--- src/hdl/rwf_pkg.sv ---
// ----------------------------------------------------------------------------
// rwf_pkg
// Shared widths, codes, types and ring-address helper for the replay filter.
// ----------------------------------------------------------------------------
`default_nettype none

package rwf_pkg;

  localparam int unsigned DEPTH      = 64;
  localparam int unsigned ADDR_W     = (DEPTH > 1) ? $clog2(DEPTH) : 1;
  localparam int unsigned COUNT_W    = $clog2(DEPTH + 1);
  localparam int unsigned SUM_W      = ADDR_W + 1;

  localparam int unsigned STAMP_W    = 48;
  localparam int unsigned NONCE_W    = 64;
  localparam int unsigned WINDOW_W   = 31;
  localparam int unsigned LIMIT_W    = 7;
  localparam int unsigned HELD_W     = 7;
  localparam int unsigned CFG_IDX_W  = 2;
  localparam int unsigned CFG_DATA_W = 32;

  localparam logic [WINDOW_W-1:0] WINDOW_RESET = 31'd60;
  localparam logic [LIMIT_W-1:0]  LIMIT_RESET  = 7'd64;

  typedef enum logic [CFG_IDX_W-1:0] {
    CFG_WINDOW     = 2'd0,
    CFG_SIZE_LIMIT = 2'd1
  } cfg_reg_e;

  typedef enum logic {
    OP_CHECK = 1'b0,
    OP_ADD   = 1'b1
  } op_e;

  typedef enum logic [2:0] {
    ST_IDLE,
    ST_SCREEN,
    ST_WALK,
    ST_ADD,
    ST_FINISH
  } state_e;

  typedef struct packed {
    logic [STAMP_W-1:0] stamp;
    logic [NONCE_W-1:0] nonce_high;
    logic [NONCE_W-1:0] nonce_middle;
    logic [NONCE_W-1:0] nonce_low;
  } entry_t;

  typedef struct packed {
    logic expired;
    logic match;
  } cmp_res_t;

  // physical slot of a logical position relative to the ring head
  function automatic logic [ADDR_W-1:0] ring_addr(input logic [ADDR_W-1:0]  base,
                                                  input logic [COUNT_W-1:0] offset);
    logic [SUM_W-1:0] sum;
    sum = SUM_W'(base) + SUM_W'(offset);
    if (sum >= SUM_W'(DEPTH)) begin
      sum = sum - SUM_W'(DEPTH);
    end
    return sum[ADDR_W-1:0];
  endfunction

endpackage

`default_nettype wire

--- src/hdl/rwf_cmp_unit.sv ---
// ----------------------------------------------------------------------------
// rwf_cmp_unit
// Shared entry compare: expiry against current time and exact key match.
// ----------------------------------------------------------------------------
`default_nettype none

module rwf_cmp_unit (
  input  rwf_pkg::entry_t                    entry_i,
  input  rwf_pkg::entry_t                    key_i,
  input  logic [rwf_pkg::STAMP_W-1:0]        now_i,
  input  logic [rwf_pkg::WINDOW_W-1:0]       window_i,
  output rwf_pkg::cmp_res_t                  res_o
);
  import rwf_pkg::*;

  localparam int unsigned EXP_W = STAMP_W + 1;

  logic [EXP_W-1:0] expiry;

  // one extra bit so stamp + window never wraps
  assign expiry        = EXP_W'(entry_i.stamp) + EXP_W'(window_i);
  assign res_o.expired = expiry < EXP_W'(now_i);
  assign res_o.match   = (entry_i == key_i);

endmodule

`default_nettype wire

--- config.mk ---
export PLATFORM = sky130hd
export DESIGN_NAME = rwf_cmp_unit
export DESIGN_NICKNAME = d
export VERILOG_FILES = /design/src/hdl/rwf_pkg.sv /design/src/hdl/rwf_cmp_unit.sv
export SDC_FILE = /design/constraint.sdc
export NUM_CORES = 1
export LEC_CHECK = 0
export ABC_AREA = 0
export BUFFER_PORTS_ARGS = -buffer_cell sky130_fd_sc_hd__buf_2
export CAP_MARGIN = 30
export CORE_AREA = 2 2 215 217
export DETAILED_ROUTE_END_ITERATION = 10
export DIE_AREA = 0 0 217 219
export SYNTH_ARGS = -nofsm -noshare
export SYNTH_HDL_FRONTEND = slang
export SYNTH_SLANG_ARGS = --single-unit
--- constraint.sdc ---
create_clock -name vclk -period 4.4
set_input_delay 0.44 -clock vclk [all_inputs]
set_output_delay 0.44 -clock vclk [all_outputs]
set_load 0.02 [all_outputs]
### Yosys cells after proc, flatten, opt, wreduce, memory -nomap -nowiden

Cells that the tools add are included.

* memories: 0
* output and inout port bits: 2
* bits in read-only memories: 0
* input bits: 559
* register bits: 0
* bits in writable memories: 0
* latch bits: 0

* multiply operators: 0
* muxes and demuxes: 0
* bitwise logic cells: 0
* order comparisons: 1
* shift-type cells: 0
* equality and inequality tests: 1
* add/subtract/negate cells: 1
* div/mod/pow operators: 0
* reductions and logical operators: 0

Operators with widths (number)
* $eq 240x240->1: 1
* $add 48x31->49: 1
* $lt 49x48->1: 1

### Logic depth before layout (Yosys ltp)

* word-level depth: 2
* depth in mapped cells: 19
* depth with buffers taken out: 19

### Least setup slack after synthesis

Ideal clock, no wire load.

* path kind: input-to-output
* from: input entry_i[192] (netlist bit)
* to: output res_o[1] (netlist bit)
* cell stages on the path: 18
* slack: -0.061 ns
* arrival: 4.021 ns
* path buffers: 0
* cells stage by stage: ha_1 fa_1 a21o_1 a221oi_2 o21a_1 nor2_1 or3_4 a21oi_1 xnor2_1 ha_1 a21o_1 a21o_1 a21oi_1 nor2_1 a211oi_1 o21ai_0 a31oi_1 and3_1

RTL lines
* start: declaration: RTL line rwf_cmp_unit.sv:8 `input rwf_pkg::entry_t entry_i,`
* end: declaration: RTL line rwf_cmp_unit.sv:12 `output rwf_pkg::cmp_res_t res_o`

==> results.toml <==
[run_status]
status = "finished with violations"
violations = "negative setup slack"

[placed_design]
pre_cts_slack_ps = -975
numPortBuffers = 561
hpwl_mm = 34.1
place_area_um2 = 10300
gp_congestion = 0.903

[finish]
stdcell_area_um2 = 10900
syn2layout_area_growth_pct = 90.0
post-route-util_pct = 24.2
final_common_cell = "buf_2"
n_clock_buffer = 0
final_cell_mix = "buf_2 (547), xnor2_1 (144), buf_4 (143)"
nFlopsAndLatches = 0
register_area_um2 = 0
nNetsFinal = 2099
layout-drive-gt1-share_pct = 53.0

[sta]
hold_ws_ps = 1470
slew_viol_final = 0
period_needed_ps = 4620
setup_viol = 1
max_freq_mhz = 217
fin_ws_ps = -216
finalHoldViolCount = 0
fin_crit_sh_pct = 105
tightest_slew_ps = 889
relSlewSlack_pct = 40.2
rsz0062_at_grt = "yes"

[pwr]
p_total_w = 0.00130
p_clk_share_pct = 0
switchingPower_w = 0.000611
power_frac_seq_pct = 0
p_int_w = 0.000684
netSwitchingFraction_pct = 47.2
p_leak_nw = 5.51
ir_drop_mv = 0.0700
combPwrFrac_pct = 100.0
power_density_nw_per_um2 = 119

[routing]
drcViolationCount = 0
avgViaCountPerCell = 4.08
drtIter0Drc = 328
drt_pre_antenna_iters = 5
wl_per_cell_um = 18.0
ant_nets = 0
finalWirelength_mm = 37.2
vias = 8421

[min_path]
holdPathStages = 6
hold_class = "in -> out"
holdCritStartpoint = "key_i[166]"
holdPathEnd = "res_o[0]"

[floorplanning]
core-area_um2 = 45100
die_x_um = 217
placementRows = 78
dieArea_um2 = 47500
initial_core_util_pct = 12.7
die_y_um = 219
io_pins = 561

[global_route]
grt_start_max_net_pins = 9
grt_pass1_vias = 8432
antenna_found_initial = 9
gr-total-overflow = 0
grt_pass1_wl_mm = 50.2
grtUsageTotal_pct = 14.3

[worst_setup_path]
cpMaxStageDelayCell = "fa_2"
crit_cells = 20
critPathMaxStageDelay_ps = 370
cp_cell_sequence = "buf_8 -> ha_4 -> fa_2 -> a21o_1 -> a221oi_2 -> buf_4 -> o21a_4 -> nor2_4 -> o31ai_4 -> nand3_1 -> buf_4 -> xnor2_1 -> ha_1 -> a21o_1 -> a21o_1 -> a211oi_2 -> o21ai_1 -> a31oi_1 -> and3_4 -> buf_6"
crit_fanout = 3
cp-end-kind = "primary output"
path_buf_inv = 4
startpoint_type = "input pin"
crit_family = "compound AO/OA/AOI/OAI gates"
cp.required_ps = 3960
crit_top_cell = "a21o_1"
cp.arrival_ps = 4180
critical_path_class = "in -> out"

[flow_run]
drv_cap = 0

[synth]
netlist_instances = 757
yosys_warnings = 0
synth.distinct_cells = 55
yosysSeqAreaShare_pct = 0
synthesis.area_um2 = 5740
syn-mean-instance-area_um2 = 7.59
synth_area_leaders = "xnor2_1 (22%), ha_1 (17%), xor2_1 (17%)"
synth.top_cell.area_share_pct = 22.1
synth_top_area_cell = "xnor2_1"
syn_nets = 1395

[clock_tree]
cts_hold_buf = 0
-- cells by family (layout without fill, tap and decap cells) --
family / after synthesis / in the layout / synth area share, %
and+or+nand+nor: 183 / 183 / 18.3
buffers and inverters: 84 / 786 / 5.56
adders and majority gates: 79 / 79 / 17.3
AOI/OAI and AO/OA: 155 / 155 / 19.7
muxes: 1 / 1 / 0.174
other: 0 / 4 / 0
xor gates and xnor gates: 255 / 255 / 38.9
-- worst max path at each step --
| stage | from | end | slack, ps |
|---|---|---|---|
| 3_5_place_dp | entry_i[192] | res_o[1] | -970 |
| 3_3_place_gp | entry_i[192] | res_o[1] | -930 |
| 5_1_grt | entry_i[193] | res_o[1] | -420 |
| 6_report | entry_i[192] | res_o[1] | -220 |
| 4_1_cts | entry_i[192] | res_o[1] | -190 |
| 2_1_floorplan | entry_i[192] | res_o[1] | 30 |
-- cell usage after synthesis, types with 2 or more instances --
master,number
a221oi_1,5
o2bb2ai_1,9
o22ai_1,6
o211ai_2,2
nor3_1,8
or3_1,3
xnor2_1,145
ha_1,78
and3_1,10
o21bai_1,6
nor4_1,40
nand3_1,13
a21oi_1,39
a21o_2,2
a221o_1,3
and4_1,5
a211oi_1,5
a21o_1,28
nor2_1,16
nand2_1,22
nand2b_1,2
o21ai_0,19
xor2_1,110
nor2b_1,5
o221ai_1,3
o2111ai_1,3
a31oi_1,3
nand4_1,52
inv_1,80
buf_2,3
o21a_1,4
o21ai_2,2
a22o_1,3
o31ai_1,2
-- worst min-delay path, stage by stage --
cell	delay (ps)
buf_2	90
a221oi_1	70
nand3_1	80
nor4_1	50
and3_1	130
buf_2	180
-- routing by layer --
layer / GRT usage [%] / share of wire (%) / vias up
met2: 26.3 / 50 / 397
li1: - / - / 4156
met1: 17.6 / 41 / 3815
met4: 3.08 / 2.4 / 6
met3: 1.73 / 6.7 / 47
met5: 0 / 0.11 / -
-- final cells by class --
type | count | area (um2)
fill | 4984 | 34200
multi-input combinational | 673 | 5840
timing repair buffer | 706 | 4010
tap | 600 | 751
inverter | 80 | 300
antenna | 4 | 10.0
-- power groups by stage --
stage,Clock [W],Sequential (W),Combinational (W)
2_1_floorplan,0,0,0.000557
3_3_place_gp,0,0,0.00118
3_5_place_dp,0,0,0.00120
4_1_cts,0,0,0.00127
5_1_grt,0.0000000000914,0,0.00142
6_report,0.000000000122,0,0.00130
-- through the flow --
stage	std cells	TNS, ps
after floorplan	757	0
after global placement	2045	-933
after detailed placement	2045	-975
after CTS	2054	-193
after global routing	2062	-424
final	2063	-216
-- what timing repair did --
action	CTS	global route
resized for setup	60	35
setup endpoints to repair	1	1
pin swaps	56	20
setup buffers	10	6
(Power assumes the default switching activity.)
