--- src/hdl/rwf_ram.sv ---
// ----------------------------------------------------------------------------
// rwf_ram
// Generic one-write one-read memory with registered read data.
// ----------------------------------------------------------------------------
`default_nettype none

module rwf_ram #(
  parameter int unsigned WIDTH  = 8,
  parameter int unsigned DEPTH  = 64,
  parameter int unsigned ADDR_W = (DEPTH > 1) ? $clog2(DEPTH) : 1
) (
  input  logic              clk_i,
  input  logic              we_i,
  input  logic [ADDR_W-1:0] waddr_i,
  input  logic [WIDTH-1:0]  wdata_i,
  input  logic              re_i,
  input  logic [ADDR_W-1:0] raddr_i,
  output logic [WIDTH-1:0]  rdata_o
);

  logic [WIDTH-1:0] mem_q [DEPTH];
  logic [WIDTH-1:0] rdata_q;

  always_ff @(posedge clk_i) begin
    if (we_i) begin
      mem_q[waddr_i] <= wdata_i;
    end
  end

  always_ff @(posedge clk_i) begin
    if (re_i) begin
      rdata_q <= mem_q[raddr_i];
    end
  end

  assign rdata_o = rdata_q;

endmodule

`default_nettype wire

--- config.mk ---
export PLATFORM = sky130hd
export DESIGN_NAME = rwf_ram
export DESIGN_NICKNAME = d
export VERILOG_FILES = /design/src/hdl/rwf_ram.sv
export SDC_FILE = /design/constraint.sdc
export NUM_CORES = 1
export LEC_CHECK = 0
export ABC_AREA = 1
export ABC_CLOCK_PERIOD_IN_PS = 3300
export BUFFER_PORTS_ARGS = -buffer_cell sky130_fd_sc_hd__buf_2
export CAP_MARGIN = 20
export CORE_UTILIZATION = 45
export DETAILED_ROUTE_END_ITERATION = 8
export PLACE_DENSITY_LB_ADDON = 0.05
export SLEW_MARGIN = 20
export SYNTH_ARGS = -nofsm -noshare
export SYNTH_HDL_FRONTEND = slang
export SYNTH_SLANG_ARGS = --single-unit
--- constraint.sdc ---
create_clock -name clk_i -period 3.3 [get_ports clk_i]
set_input_delay 0.495 -clock clk_i [delete_from_list [all_inputs] [get_ports clk_i]]
set_output_delay 0.495 -clock clk_i [all_outputs]
set_load 0.02 [all_outputs]
; Yosys cells after proc, flatten, opt, wreduce, memory -nomap -nowiden
; Memory sizes are Yosys's and may differ from the RTL's. A register that Yosys moved wholly into a read port is not among the register bits.
; Cells that the tools add are included.
[word_totals]
reg_bits = 0
ramBits = 512
in_bits = 23
output_inout_bits = 8
wordCells = 3
memories = 1
[classes]
n_mux = 2
[mem_list]
columns = name, depth, word_bits, read_ports, rd_ports_with_merged_regs, write_ports, line
row1 = mem_q, 64, 8, 1, 1, 1, 21  ; logic [WIDTH-1:0] mem_q [DEPTH];
[op_table]
columns = op, count
row1 = $mux W1, 2

; Depth between registers and ports, before layout
; Gate-level depths: netlist of run 1.
[depth]
ltp_word = 2
ltp_mapped = 12
ltp_nobuf = 9

; Worst setup path before layout of run 1
; Ideal clock, no wire load.
[synth_timing]
path_type = input to register
startpoint = input we_i
endpoint = memory mem_q[48][0] (enable)
setup_ns = 0.395
arrival_time_ns = 1.866
required_ns = 2.905
path_slack_ns = 1.039
cell_stages = 3
path_buffers = 1
cell_sequence = clkbuf_1 > nand4_1 > nor4_1
[synth_between]
elab_chain_cells = 2
[synth_rtl]
columns = item, line
row1 = from (decl), 13  ; input logic we_i,
row2 = $mux W1, 25  ; if (we_i) begin
row3 = $mux W1 (not written as such), 26  ; mem_q[waddr_i] <= wdata_i;
row4 = to (decl), 21
; Every way passes these cells.

==> metrics.cfg, run 1 <==
[sta]
maxSlewViolCount=0
hold_violations=0
tightestPinTransition_ns=0.953
timing.final.crit_share_pct=57.5
timing.final.crit_period_ns=1.90
skew_ns=0.0275
setup_tns_ns=0
rsz0062_at_grt=false
maxSlewHeadroom_pct=36.2
max_freq_mhz=527
setup_viol=0

[route]
num_vias=13700
drt.antenna.violating_nets=0
met3_length_mm=2.99
firstDrtPassIters=7
wl_met1_mm=25.3
drtIter0Drc=1200
wl_met2_mm=26.2
drt-wirelength-per-cell_um=22.2
top_layer_used=met4
drcViolationCount=4
avgViaCountPerCell=5.44
wl_mm=56.0

[clock_network]
clk_path_buf_depth=3
cts_max_level=2
cts.sinks=520
cts_buffers=55
holdBufCountCts=0
cts_tree=yes
cts-root-buf=clkbuf_16
post_cts_buffers=0
clk_pin_slew_ns=0.06
clk_latency_ns=0.61
ctsResizeCount=0

[hold_path]
worstHoldEndpoint=rdata_o[1]
holdCritPathClass=in2reg
whs_path_depth=1
min_from=re_i

[global_routing]
grt_max_degree=129
gr-total-overflow=0
grt_pass1_wl_mm=84.6
antenna_found_initial=0
grtUsageTotal_pct=23.9
grt_pass1_vias=13200

[place]
hpwl_mm=33.1
place.gp.congestion=0.798
dp_cells=2421
numPortBuffers=30

[run_status]
violations=DRC
outcome=finished, violations left

[cells_and_area]
area_growth_pct=12.0
finalNonFillerCells=2518
nets=1894
drive_gt1_share_pct=10.3

[critical_path]
worstReg2RegStart=mem_q[51][7]
crit_path_end_kind=register
r2r_slack_ns=1.73
required_ns=3.66
timing.rr.end=rdata_o[7]
cp_max_fo=60
critPathKind=in2reg
setup.worst_path.start_class=input pin
reg2reg_depth=8
arrival_ns=2.26

[yosys]
synth_cell_types=15
syn_avg_cell_area_um2=11.9
seq_area_frac_synth_pct=72.9
synth-warning-count=0
synthCells=1805
syn-num-nets=1828
synth_seq_cells=520
netlist_area_um2=21400

[floorplan]
ios=31
coreArea_um2=46800
fp.dieW_um=220
die_y_um=220
num_rows=79
fp.dieArea_um2=48500
initial_utilization_pct=45.8

[power]
p_total_mw=14.0
power.leakage_nw=8.71
max-vdd-ir-drop_mv=0.394
power.density_nw_per_um2=583

[job]
maxCapViolCount=0

-- synth_stat cells (all sizes together) --
cell type  number  area share, %
nand4           9           0.26
nor2           56           0.98
nand2         648             11
buf            98            3.5
nand3         439             10
nor4            8           0.23
clkbuf         15           0.26
edfxtp        520             73
inv            12           0.23
-- metrics by stage --
stage	utilization (%)	hold slack, ns	area [µm²]	setup slack, ns
detailed placement	47.8	0.878	22400	0.755
global route	51.3	0.246	24000	1.26
global placement	47.8	0.875	22400	0.813
CTS	51.3	0.229	24000	1.40
floorplan	-	0.594	21400	1.04
finish	51.3	0.244	24000	1.40
-- cell usage in the layout, fill, tap and decap left out, drive strengths merged --
| cell | instances |
|---|---|
| clkinvlp | 1 |
| nor2 | 56 |
| buf | 121 |
| clkbuf | 73 |
| diode | 1 |
| nand4 | 9 |
| inv | 12 |
| nand2 | 648 |
| bufinv | 2 |
| edfxtp | 520 |
| nor4 | 8 |
| nand3 | 439 |
| clkinv | 21 |
-- report_power, final --
| group | internal (mW) | switching [mW] | leakage [nW] |
|---|---|---|---|
| sequential | 7.33 | 0.0165 | 4.69 |
| clock | 3.28 | 2.49 | 0.807 |
| combinational | 0.226 | 0.656 | 3.21 |
| total | 10.8 | 3.16 | 8.71 |
-- final cells by class --
class                      instances  area (µm²)
fill                            4169       22800
sequential                       520       15600
multi-input combinational       1160        4950
clock buffer                      72        1480
timing repair buffer             122         977
tap                              607         759
clock inverter                    24         160
inverter                          12        55.1
antenna                            1        2.50
-- kinds of logic after synthesis --
family,share of synthesized area [%]
buf+inv,4.01
flops,72.9
simple gates,23.1
-- layer usage --
layer  vias up  global-route usage (%)
li1       6491                       -
met1      6710                    34.3
met2       390                    37.6
met3       102                    3.15
met4         0                    7.84
met5         -                       0
-- worst max-delay path by stage --
| stage | from | end | slack (ns) | depth (start not counted) |
|---|---|---|---|---|
| 2_1_floorplan | we_i | mem_q[48][0] | 1.04 | 3 |
| 3_3_place_gp | raddr_i[0] | rdata_o[2] | 0.81 | 11 |
| 3_5_place_dp | raddr_i[0] | rdata_o[2] | 0.76 | 11 |
| 4_1_cts | raddr_i[0] | rdata_o[2] | 1.40 | 11 |
| 5_1_grt | raddr_i[0] | rdata_o[2] | 1.26 | 11 |
| 6_report | raddr_i[0] | rdata_o[0] | 1.40 | 11 |
-- flip-flops by register name, summed over array words and instances (netlist names) --
signal / flops
mem_q: 512
rdata_o: 8
-- worst max-delay path, cell delays in order --
cell and delay, ns:
clkbuf_8 0.27, inv_8 0.17, buf_4 0.28, nand2_1 0.07, nand3_1 0.06, nand3_1 0.15
nand2_1 0.07, nand2_1 0.05, nand3_1 0.21, nand3_1 0.26, nand2_1 0.07
Note: power is estimated with default switching activity, not from simulation.
==> run 2, diff against run 1 <==
- ABC_CLOCK_PERIOD_IN_PS: 3300 -> 1800
- clock period: 3.3 -> 1.8 ns (I/O delays scaled with it)
==> run 2 against run 1 <==
The flow still finishes with violations (DRC). Count of clock-buffer cells in the layout is 5 lower. Final area is 3.2% higher. Via count is 1.1% higher. Routed wire length is 1.4% higher. Global-route usage is 0.30 points higher. First-iteration DRC count is 6.8% higher. Clock power is 91% higher. Final cell count is 2.2% higher.
==> metrics.cfg, run 2 (synthesis gave the netlist of run 1 again) <==
[clock_network]
clk_latency_ns=0.60  ; about the same
cts_tree=yes
clk_path_buf_depth=3  ; unchanged
cts.sinks=520  ; unchanged
cts_buffers=54  ; -1.8%
cts_max_level=2  ; unchanged
ctsResizeCount=0  ; unchanged
clk_pin_slew_ns=0.06  ; about the same
holdBufCountCts=0  ; unchanged
cts-root-buf=clkbuf_16
post_cts_buffers=0  ; unchanged

[floorplan]
ios=31  ; unchanged
fp.dieArea_um2=48500  ; unchanged
die_y_um=220  ; unchanged
coreArea_um2=46800  ; unchanged
initial_utilization_pct=45.8  ; unchanged
fp.dieW_um=220  ; unchanged
num_rows=79  ; unchanged

[critical_path]
setup.worst_path.start_class=register
required_ns=1.53  ; -2.13 ns
slowest_stage=edfxtp_1
critPathKind=reg2out
arrival_ns=1.37  ; -0.89 ns
cp_max_fo=1  ; -98%
timing.rr.end=rdata_o[2]
cp.depth=1  ; -10
crit_chain=buf_2
max_stage_delay_ns=0.53  ; +0.25 ns
crit_path_end_kind=primary output
reg2reg_depth=8  ; unchanged
r2r_slack_ns=0.21  ; -1.52 ns
cp_top_family=flip-flops
startpoint=rdata_o[1]
cp_num_buf_inv=1  ; -2
worstReg2RegStart=mem_q[31][2]
cp-endpoint=rdata_o[1]

[cells_and_area]
area_growth_pct=15.6
nets=1945  ; +2.7%
utilization_pct=53.0  ; +1.6 points
finalNonFillerCells=2573  ; +2.2%
final_area_um2=24800  ; +3.2%
drive_gt1_share_pct=12.9  ; +2.7 points
largest_reg_flops=512  ; unchanged
antennaDiodeCount=0  ; -1
layout_common_cells=648 x nand2_1, 520 x edfxtp_1, 439 x nand3_1, 113 x buf_4, 57 x clkbuf_16
regMostFlops=mem_q
layout_commonest_cell=nand2_1

[route]
drcViolationCount=2  ; -2
drtIter0Drc=1281  ; +6.8%
avgViaCountPerCell=5.38  ; -1.1%
drt-wirelength-per-cell_um=22.1  ; -0.77%
drt.antenna.violating_nets=0  ; unchanged
firstDrtPassIters=7  ; unchanged
num_vias=13800  ; +1.1%
wl_mm=56.8  ; +1.4%

[power]
max-vdd-ir-drop_mv=0.743  ; +88%
power.density_nw_per_um2=1060  ; +82%
power.leakage_nw=9.10  ; +4.5%

[sta]
skew_ns=0.0128  ; -0.0148 ns
setup_viol=0  ; unchanged
layout_setup_ws_ns=0.159  ; -1.24 ns
maxSlewHeadroom_pct=44.2  ; +7.9 points
rsz0062_at_grt=false
tightestPinTransition_ns=0.837  ; -0.115 ns
maxSlewViolCount=0  ; unchanged
max_freq_mhz=609
hold-worst-slack_ns=0.0639  ; -0.180 ns
timing.final.crit_share_pct=91.2
hold_violations=0  ; unchanged
timing.final.crit_period_ns=1.64

[place]
dpl_cell_area_um2=23000  ; +3.0%
place.gp.congestion=0.826  ; +3.4%
numPortBuffers=30  ; unchanged
preCtsSetupSlack_ns=-0.233  ; -0.988 ns
hpwl_mm=33.9  ; +2.5%
dp_cells=2473  ; +2.1%

[run_status]
outcome=finished, violations left
violations=DRC

[job]
maxCapViolCount=0  ; unchanged

[global_routing]
grt_max_degree=118  ; -8.5%
grt_pass1_vias=13600  ; +3.1%
grtUsageTotal_pct=24.1  ; +0.30 points
gr-total-overflow=0  ; unchanged
antenna_found_initial=1  ; +1
grt_pass1_wl_mm=85.6  ; +1.2%

[hold_path]
holdCritPathClass=in2reg

## run 2: cell types whose count changed in the layout (fill, tap and decap cells not counted)
cell / change
buf_12: +22
bufinv_16: +2
diode_2: -1
clkinv_1: +3
clkbuf_1: -5
buf_4: +30
clkinvlp_4: +4
clkinv_4: +5
clkinv_2: -6
inv_6: +1
## run 2: power breakdown
| part | total (mW) | switching [mW] | leakage [nW] | internal [mW] |
|---|---|---|---|---|
| logic | 1.76 | 1.23 | 3.58 | 0.525 |
| registers | 13.5 | 0.0458 | 4.69 | 13.4 |
| clock network | 11.0 | 4.66 | 0.837 | 6.35 |
## run 2: layout make-up
class,count,area [µm²]
inverter,12,55.1
fill,4027,22000
multi-input combinational,1160,4950
timing repair buffer,174,1640
clock inverter,33,284
clock buffer,67,1460
tap,607,759
sequential,520,15600
## run 2: how the worst min path moves through the flow
stage               cells after the start  startpoint          end  slack [ns]
finish                                  1        re_i   rdata_o[6]        0.06
global placement                        1        re_i   rdata_o[3]        0.68
global route                            1        re_i   rdata_o[1]        0.04
floorplan                               0  wdata_i[0]  mem_q[0][0]        0.37
CTS                                     1        re_i   rdata_o[6]        0.03
detailed placement                      1        re_i   rdata_o[3]        0.68
## run 2: metal layers
layer	routed length, µm	part of all wire [%]	GRT usage, %	up-vias
li1	-	-	-	6598
met1	25100	44	32.9	6819
met2	27700	49	40.4	329
met3	2490	4.4	3.56	94
met4	1450	2.6	6.90	2
met5	13	0.023	0	-
## run 2: per-stage QoR
step	total power, mW	setup TNS [ns]
global placement	15.5	-1.22
detailed placement	15.5	-1.37
floorplan	14.7	-15.11
CTS	26.5	0
finish	26.2	0
global route	27.1	0
==> run 3, diff against run 2 <==
- CORE_MARGIN: not set -> 1.5
- CORE_UTILIZATION: 45 -> 25
==> run 3 against run 2 <==
Largest cell class unchanged. Count of clock-buffer cells in the layout rose by 16. Critical endpoint is now rdata_o[6]. Sequential cell count did not move. Critical path type is now in2reg. Clock power is 18% higher. The flow now finishes without violations. Worst setup slack gained 0.015 ns. Sequential power about the same. Global-route usage down 7.4 points. Die area is 80% higher.
==> metrics.cfg, run 3 (synthesis gave the netlist of run 1 again) <==
[run_status]
outcome=finished, final reports clean

[sta]
setup_tns_ns=0  ; unchanged
max_freq_mhz=615  ; +0.92%
setup_viol=0  ; unchanged
maxSlewHeadroom_pct=68.6  ; +24 points
skew_ns=0.0271  ; +0.0143 ns
hold_violations=0  ; unchanged
timing.final.crit_period_ns=1.63  ; -0.0150 ns
tightestPinTransition_ns=0.471  ; -0.366 ns
rsz0062_at_grt=false
maxSlewViolCount=0  ; unchanged
hold-worst-slack_ns=0.0635  ; -0.000369 ns
timing.final.crit_share_pct=90.3  ; -0.83 points

[route]
num_vias=14200  ; +2.9%
drcViolationCount=0  ; -2
drt.antenna.violating_nets=0  ; unchanged
drt-wirelength-per-cell_um=22.8  ; +3.5%
avgViaCountPerCell=4.49  ; -17%
firstDrtPassIters=8  ; +1
wl_mm=72.4  ; +28%
drtIter0Drc=981  ; -23%

[power]
p_int_mw=21.9  ; +8.0%
netSwitchingFraction_pct=23.2  ; +0.61 points
power.density_nw_per_um2=1080  ; +2.4%
max-vdd-ir-drop_mv=0.556  ; -25%
power.leakage_nw=9.57  ; +5.2%
power_frac_comb_pct=7.1  ; +0.4 points
switchingPower_mw=6.63  ; +12%
power_frac_clock_pct=45.7  ; +3.8 points
pwr-share-seq_pct=47.2  ; -4.2 points

[global_routing]
grt_pass1_vias=14600  ; +7.2%
grt_util_met1_pct=23.5  ; -9.3 points
grt.busiest_layer=met2
met2_usage_pct=26.6  ; -14 points
gr-total-overflow=0  ; unchanged
grt_pass1_wl_mm=105  ; +22%
grt_use_met3_pct=2.62  ; -0.94 points
grt_max_degree=65  ; -45%
antenna_found_initial=5  ; +4
grtUsageTotal_pct=16.8  ; -7.4 points

[cells_and_area]
layout_commonest_cell=nand2_1
finalNonFillerCells=3170  ; +23%
largest_reg_flops=512  ; unchanged
area_growth_pct=22.9
regMostFlops=mem_q
final_area_um2=26300  ; +6.3%
nets=2000  ; +2.8%
nFillCells=8676  ; +120%
utilization_pct=31.0  ; -22 points
layout_common_cells=648 x nand2_1, 520 x edfxtp_1, 439 x nand3_1, 140 x buf_4, 71 x clkbuf_16
drive_gt1_share_pct=15.3  ; +2.4 points

[clock_network]
cts-root-buf=clkbuf_16
post_cts_buffers=0  ; unchanged
cts_tree=yes
cts_buffers=67  ; +24%
clk_path_buf_depth=3  ; unchanged
clk_pin_slew_ns=0.06  ; about the same
clk_latency_ns=0.60  ; about the same
cts_max_level=3  ; +1
ctsResizeCount=0  ; unchanged
holdBufCountCts=0  ; unchanged
cts.sinks=520  ; unchanged

[critical_path]
slowest_stage=buf_4
required_ns=2.14  ; +0.61 ns
setup.worst_path.start_class=input pin
crit_chain=buf_4 > inv_4 > buf_4 > buf_4 > nand3_1 > nand3_1 > nand2_1 > nand2_1 > nand3_1 > nand3_1 > nand2_1
cp_num_buf_inv=4  ; +3
cp_max_fo=13  ; +12
critPathKind=in2reg
arrival_ns=1.97  ; +0.60 ns
crit_path_end_kind=register
max_stage_delay_ns=0.33  ; -0.20 ns
crit_top_cell=nand3_1
cp_top_family=buffers and inverters

[floorplan]
initial_utilization_pct=25.2  ; -21 points
die_y_um=296  ; +34%
ios=31  ; unchanged
fp.dieArea_um2=87400  ; +80%
fp.dieW_um=296  ; +34%
num_rows=107  ; +35%
coreArea_um2=85000  ; +82%

[hold_path]
holdCritPathClass=in2reg

[place]
hpwl_mm=44.8  ; +32%
dpl_cell_area_um2=24200  ; +5.2%
numPortBuffers=30  ; unchanged
dp_cells=3052  ; +23%
place.gp.congestion=0.767  ; -7.1%

[job]
maxCapViolCount=0  ; unchanged

## run 3: power by group through the flow
stage / sequential [mW] / clock (mW) / combinational [mW]
2_1_floorplan: 13.7 / 0 / 0.942
3_3_place_gp: 13.7 / 0 / 2.11
3_5_place_dp: 13.7 / 0 / 2.10
4_1_cts: 13.5 / 13.5 / 2.10
5_1_grt: 13.5 / 13.9 / 2.23
6_report: 13.5 / 13.0 / 2.04
## run 3: worst register-to-register path: stages, from the launching register on
cell and delay, ns:
edfxtp_1 0.36, nand2_1 0.07, nand3_1 0.13, nand3_1 0.12, nand2_1 0.20, nand2_1 0.12
nand3_1 0.08, nand3_1 0.20, nand2_1 0.09
## run 3: layout make-up
type,count,area (µm²),area share (%)
Sequential cell,520,15600,59.3
Multi-Input combinational cell,1160,4960,18.8
Timing Repair Buffer,216,2150,8.15
Clock buffer,83,1820,6.92
Tap cell,1144,1430,5.44
Clock inverter,33,285,1.08
Inverter,12,55.1,0.209
Antenna cell,2,5.00,0.0190
## run 3: layer usage
| layer | vias up | share of wire [%] |
|---|---|---|
| met4 | 4 | 2.1 |
| met1 | 7151 | 48 |
| li1 | 6727 | - |
| met3 | 93 | 4.2 |
| met5 | - | 0.039 |
| met2 | 262 | 45 |
## run 3: path summary, 6_finish.rpt
path	start	slack, ns	cells after the start	endpoint
min	re_i	0.06	1	rdata_o[2]
min reg2reg	mem_q[12][7]	0.89	8	rdata_o[7]
max	raddr_i[1]	0.17	11	rdata_o[6]
max reg2reg	mem_q[35][7]	0.20	8	rdata_o[7]
## run 3: per-stage QoR
| stage | setup slack (ns) | power (mW) |
|---|---|---|
| after detailed placement | -0.460 | 15.8 |
| after global placement | -0.468 | 15.8 |
| after floorplan | -0.236 | 14.7 |
| final | 0.174 | 28.5 |
| after global routing | 0.0376 | 29.6 |
| after CTS | 0.171 | 29.0 |
